<file path="src/rtl/sgcs_pkg.sv">
// Package for the signature column similarity block.
// Holds field widths, stream payload layouts, operation codes and sequencer states.
// No dependencies; used by sgcs_divider and signature_column_similarity under rtl/.
package sgcs_pkg;

  // Field widths
  localparam int ROW_W   = 8;
  localparam int COL_W   = 10;
  localparam int VALUE_W = 32;
  localparam int ENTRY_W = 31;
  localparam int RCFG_W  = 9;
  localparam int MATCH_W = 9;
  localparam int UNION_W = 10;
  localparam int FRAC_W  = 16;
  localparam int SIM_W   = 17;

  // Divider: quotient of (match << FRAC_W) / union, one bit per step
  localparam int DIV_W     = MATCH_W + FRAC_W;
  localparam int DIV_CNT_W = $clog2(DIV_W);

  // Reset value of the row count register
  localparam logic [RCFG_W-1:0] ROWS_RESET = 9'd256;

  // Request kind carried on in_tuser
  typedef enum logic {
    OP_LOAD    = 1'b0,
    OP_COMPARE = 1'b1
  } op_t;

  // Input payload, sig_row in the lowest bits
  typedef struct packed {
    logic [3:0]                pad;
    logic signed [VALUE_W-1:0] sig_value;
    logic [COL_W-1:0]          col_b;
    logic [COL_W-1:0]          col_a;
    logic [ROW_W-1:0]          sig_row;
  } in_data_t;

  // Result payload, match_count in the lowest bits
  typedef struct packed {
    logic [3:0]         pad;
    logic [SIM_W-1:0]   similarity;
    logic [UNION_W-1:0] union_count;
    logic [MATCH_W-1:0] match_count;
  } out_data_t;

  // Compare sequencer
  typedef enum logic [2:0] {
    ST_IDLE,
    ST_WALK,
    ST_DRAIN,
    ST_DIV_GO,
    ST_DIV_WAIT,
    ST_DONE
  } state_t;

endpackage

</file>
<file path="src/rtl/sgcs_divider.sv">
// Iterative restoring divider: (match << 16) / union, one quotient bit per cycle.
// Depends on sgcs_pkg for widths.
module sgcs_divider (
  input  logic                          clk,
  input  logic                          rst_n,
  input  logic                          start,
  input  logic [sgcs_pkg::MATCH_W-1:0]  match_count,
  input  logic [sgcs_pkg::UNION_W-1:0]  union_count,
  output logic                          done,
  output logic [sgcs_pkg::SIM_W-1:0]    quotient
);

  logic                            busy_r, busy_nxt;
  logic                            done_r, done_nxt;
  logic [sgcs_pkg::DIV_CNT_W-1:0]  cnt_r, cnt_nxt;
  logic [sgcs_pkg::UNION_W-1:0]    rem_r, rem_nxt;
  logic [sgcs_pkg::DIV_W-1:0]      dq_r, dq_nxt;
  logic [sgcs_pkg::UNION_W-1:0]    dvs_r, dvs_nxt;
  logic [sgcs_pkg::UNION_W:0]      trial;
  logic                            ge;

  // One restoring step: shift in the next dividend bit, subtract if it fits
  always_comb begin
    trial    = {rem_r, dq_r[sgcs_pkg::DIV_W-1]};
    ge       = (trial >= {1'b0, dvs_r});
    busy_nxt = busy_r;
    done_nxt = 1'b0;
    cnt_nxt  = cnt_r;
    rem_nxt  = rem_r;
    dq_nxt   = dq_r;
    dvs_nxt  = dvs_r;
    if (start) begin
      busy_nxt = 1'b1;
      cnt_nxt  = '0;
      rem_nxt  = '0;
      dq_nxt   = {match_count, {sgcs_pkg::FRAC_W{1'b0}}};
      dvs_nxt  = union_count;
    end else if (busy_r) begin
      rem_nxt = ge ? sgcs_pkg::UNION_W'(trial - {1'b0, dvs_r})
                   : trial[sgcs_pkg::UNION_W-1:0];
      dq_nxt  = {dq_r[sgcs_pkg::DIV_W-2:0], ge};
      cnt_nxt = cnt_r + sgcs_pkg::DIV_CNT_W'(1);
      if (cnt_r == sgcs_pkg::DIV_CNT_W'(sgcs_pkg::DIV_W - 1)) begin
        busy_nxt = 1'b0;
        done_nxt = 1'b1;
      end
    end
  end

  // Control state
  always_ff @(posedge clk) begin
    if (!rst_n) begin
      busy_r <= 1'b0;
      done_r <= 1'b0;
      cnt_r  <= '0;
    end else begin
      busy_r <= busy_nxt;
      done_r <= done_nxt;
      cnt_r  <= cnt_nxt;
    end
  end

  // Datapath
  always_ff @(posedge clk) begin
    rem_r <= rem_nxt;
    dq_r  <= dq_nxt;
    dvs_r <= dvs_nxt;
  end

  assign done     = done_r;
  assign quotient = dq_r[sgcs_pkg::SIM_W-1:0];

endmodule

</file>
<file path="config.mk">
export PLATFORM = sky130hd
export DESIGN_NAME = sgcs_divider
export DESIGN_NICKNAME = d
export VERILOG_FILES = /design/src/rtl/sgcs_pkg.sv /design/src/rtl/sgcs_divider.sv
export SDC_FILE = /design/constraint.sdc
export NUM_CORES = 1
export LEC_CHECK = 0
export BUFFER_PORTS_ARGS = -buffer_cell sky130_fd_sc_hd__clkbuf_2
export CAP_MARGIN = 20
export CORE_MARGIN = 4
export CORE_UTILIZATION = 50
export CTS_BUF_LIST = sky130_fd_sc_hd__clkbuf_4 sky130_fd_sc_hd__clkbuf_8 sky130_fd_sc_hd__clkbuf_16
export DETAILED_ROUTE_END_ITERATION = 6
export GPL_TIMING_DRIVEN = 1
export PLACE_DENSITY = 0.83
export SETUP_SLACK_MARGIN = 0.02
export SYNTH_ARGS = -nofsm -noshare
export SYNTH_HDL_FRONTEND = slang
export SYNTH_SLANG_ARGS = --single-unit
</file>
<file path="constraint.sdc">
create_clock -name clk -period 2.1 [get_ports clk]
set_input_delay 0.105 -clock clk [delete_from_list [all_inputs] [get_ports clk]]
set_output_delay 0.105 -clock clk [all_outputs]
set_load 0.1 [all_outputs]
</file>
==> reports/metrics.yaml <==
worst_setup_path:
  crit_path_max_fanout: 5
  critical_path.max_stage_delay_ns: 0.40
  end_kind: "flip-flop"
  r2r-end: "rem_r[7]$_SDFFE_PP0P_"
  path_cells: "inv_2, ha_4, and2_4, o41ai_4, buf_4, a41o_4, nand2_1, a311oi_2"
  path_buf_inv: 2
  regToRegSetupSlack_ns: 0.02
  crit_path_top_delay_cell: "o41ai_4"
  cp-start-kind: "flip-flop"
  crit_type: "flip-flop to flip-flop"
  critPathTopFamily: "compound AO/OA/AOI/OAI gates"
  critPathArrivalTime_ns: 2.30
  worstReg2RegStart: "dvs_r[4]$_DFFE_PP_"
  required_ns: 2.32
  r2r_cells: 8
clock_network:
  clock_sinks: 52
  worst_skew_pair.late_latency_ns: 0.31
  cts.path.max_buffers: 2
  cts_buffers: 5
  cts-htree-levels: 2
  cts_tree: "done"
  root_buffer: "clkbuf_8"
  clk_pin_slew_ns: 0.10
place:
  hpwlAfterDp_mm: 3.68
  dp.cells: 353
  gp_congestion: 0.877
  port_buffers: 39
layout:
  area_growth_pct: 23.1
  nets: 342
  diodes: 0
  drive_gt1_share_pct: 32.5
  fillers: 379
  final-seq-area_um2: 1230
  finalNonFillerCells: 375
  multi_input_area_um2: 1250
hold_path:
  min_path_type: "input port to flip-flop"
  hold_start: "rst_n"
  hold_end: "busy_r$_SDFF_PN0_"
  min_path_cells: 2
outcome:
  status: "completed"
logic_synthesis:
  synthAdderAreaFrac_pct: 6.54
  syn-instance-count: 255
  yosys.area.top_type_share_pct: 25.4
  synth.distinct_cells: 44
  yosys.area_share.simple_pct: 13.1
  yosysWarnings: 0
  yosysTopAreaCell: "dfxtp_1"
  synth_top_family_by_area: "compound AO/OA/AOI/OAI gates"
  synth_area_leaders: "dfxtp_1 (25%), edfxtp_1 (22%), mux2i_1 (6.9%)"
  synth-seq-cells: 52
  synth_area_um2: 2600
  synth_mux_area_share_pct: 6.92
  syn_area_per_cell_um2: 10.2
  seq_area_frac_synth_pct: 47.3
  syn-num-nets: 290
  synth_xor_area_share_pct: 3.37
  synth_compound_area_share_pct: 13.7
floorplanning:
  rows: 25
  die-area_um2: 6420
  initial_core_util_pct: 53.3
  die_w_um: 80.1
  ios: 40
  core-area_um2: 4880
  die_h_um: 80.1
timing:
  final_hold_viol_count: 0
  worst-slew-pin-transition_ns: 0.577
  max_freq_ghz: 0.482
  setup_violations: 0
  maxSlewHeadroom_pct: 61.4
  post-route-min-period_ns: 2.08
  skew_ns: 0.00669
  grt_setup_unrepaired: "true"
  min_period_over_period_pct: 98.8
  maxSlewViolCount: 0
global_routing:
  gr-usage-all-layers_pct: 18.1
  grt_max_degree: 36
  grt_pass1_wl_mm: 9.03
  overflow: 0
  grt_pass1_vias: 1935
  antenna_found_initial: 0
routing:
  avgViaCountPerCell: 5.20
  wire_per_inst_um: 14.4
  vias: 1950
  wirelength_mm: 5.39
  drt_pre_antenna_iters: 4
  drt_iter0_drc: 110
  drc: 0
  ant_nets: 0
pwr:
  power_mw: 2.32
  p_leak_nw: 1.35
  ir_worst_vdd_uv: 536
  cellPowerDensity_nw_per_um2: 723
flow_run:
  maxCapViolations: 0
[cell usage after synthesis (all sizes together)]
| master | instances |
|---|---|
| nor2 | 39 |
| dfxtp | 33 |
| buf | 20 |
| edfxtp | 19 |
| mux2i | 18 |
| nand2 | 18 |
| inv | 16 |
| ha | 12 |
| a21oi | 9 |
| a22o | 7 |
| clkbuf | 7 |
| xor2 | 7 |
| o21ai | 5 |
| a211oi | 4 |
| a311oi | 4 |
| nand4 | 4 |
| nor3 | 4 |
| nand2b | 3 |
| xnor2 | 3 |
| nand3 | 2 |
| o311a | 2 |
| a2111oi | 1 |
| a21o | 1 |
| a311o | 1 |
| a31o | 1 |
| a31oi | 1 |
| a41o | 1 |
| a41oi | 1 |
| and2 | 1 |
| fa | 1 |
| nand4b | 1 |
| nor2b | 1 |
| nor3b | 1 |
| nor4b | 1 |
| o211ai | 1 |
| o311ai | 1 |
| o31ai | 1 |
| o41ai | 1 |
| or2 | 1 |
| or3 | 1 |
[flip-flops by register name, summed over array words and instances, names as in the netlist]
name	cells
busy_r	1
dq_r	25
rem_r	10
done	1
cnt_r	5
dvs_r	10
[routing by layer]
metal	GRT usage, %	routed length, µm
met4	7.60	119
met3	3.48	234
met5	0	0
met1	22.9	2350
met2	30.0	2690
[cell usage in the layout, fill, tap and decap left out, drive strengths merged, types with 2 or more instances in the layout]
master,n
a211oi,4
a21oi,9
a22o,7
a311oi,4
buf,23
clkbuf,44
dfxtp,33
dlygate4sd3,10
edfxtp,19
ha,12
inv,18
mux2i,18
nand2,18
nand2b,3
nand3,2
nand4,4
nor2,39
nor3,4
o21ai,5
o311a,2
xnor2,3
xor2,7
[what timing repair did]
item / in CTS / in global routing
buffers inserted: 0 / 4
resized for setup: 5 / 19
pin swaps: 2 / 7
hold buffers: 10 / 0
endpoints found under the setup margin: 10 / 10
endpoints found under the hold margin: 10 / 0
gates cloned: 0 / 0
[worst max-delay path by stage]
stage,start,endpoint,slack [ns],cells after the start
floorplan,dvs_r[2]$_DFFE_PP_,rem_r[2]$_SDFFE_PP0P_,0.02,8
global placement,dvs_r[1]$_DFFE_PP_,rem_r[7]$_SDFFE_PP0P_,0.06,9
detailed placement,dvs_r[2]$_DFFE_PP_,rem_r[8]$_SDFFE_PP0P_,-0.05,9
CTS,dvs_r[2]$_DFFE_PP_,rem_r[5]$_SDFFE_PP0P_,0.02,9
global route,dvs_r[4]$_DFFE_PP_,rem_r[7]$_SDFFE_PP0P_,-0.08,10
finish,dvs_r[4]$_DFFE_PP_,rem_r[7]$_SDFFE_PP0P_,0.02,8
[final cells by class]
class | count | share of cell area [%]
Multi-Input combinational cell | 160 | 38.9
Sequential cell | 52 | 38.5
Timing Repair Buffer | 72 | 15.1
Tap cell | 67 | 2.62
Clock buffer | 5 | 2.15
Inverter | 16 | 1.88
Clock inverter | 3 | 0.820
[stage by stage]
step	instance area (µm²)	util (%)	setup TNS (ns)	hold slack [ns]	setup WS (ns)
2_1_floorplan	2600	-	0	0.204	0.0234
3_3_place_gp	2860	58.6	0	0.284	0.0635
3_5_place_dp	2860	58.6	-0.119	0.284	-0.0473
4_1_cts	3090	63.4	0	0.0173	0.0207
5_1_grt	3200	65.6	-0.393	0.0184	-0.0811
6_report	3200	65.6	0	0.0192	0.0247
[logic make-up (layout without fill, tap and decap cells)]
family | after synthesis | after routing
flops | 52 | 52
xor+xnor | 10 | 10
mux | 18 | 18
buf+inv | 43 | 96
simple gates | 77 | 77
compound gates | 42 | 42
fa+ha+maj | 13 | 13
[power by group]
group | total [mW] | switching, mW | internal (mW)
registers | 1.14 | 0.0370 | 1.10
logic | 0.569 | 0.305 | 0.264
clock network | 0.606 | 0.359 | 0.246
(Power assumes the default switching activity.)
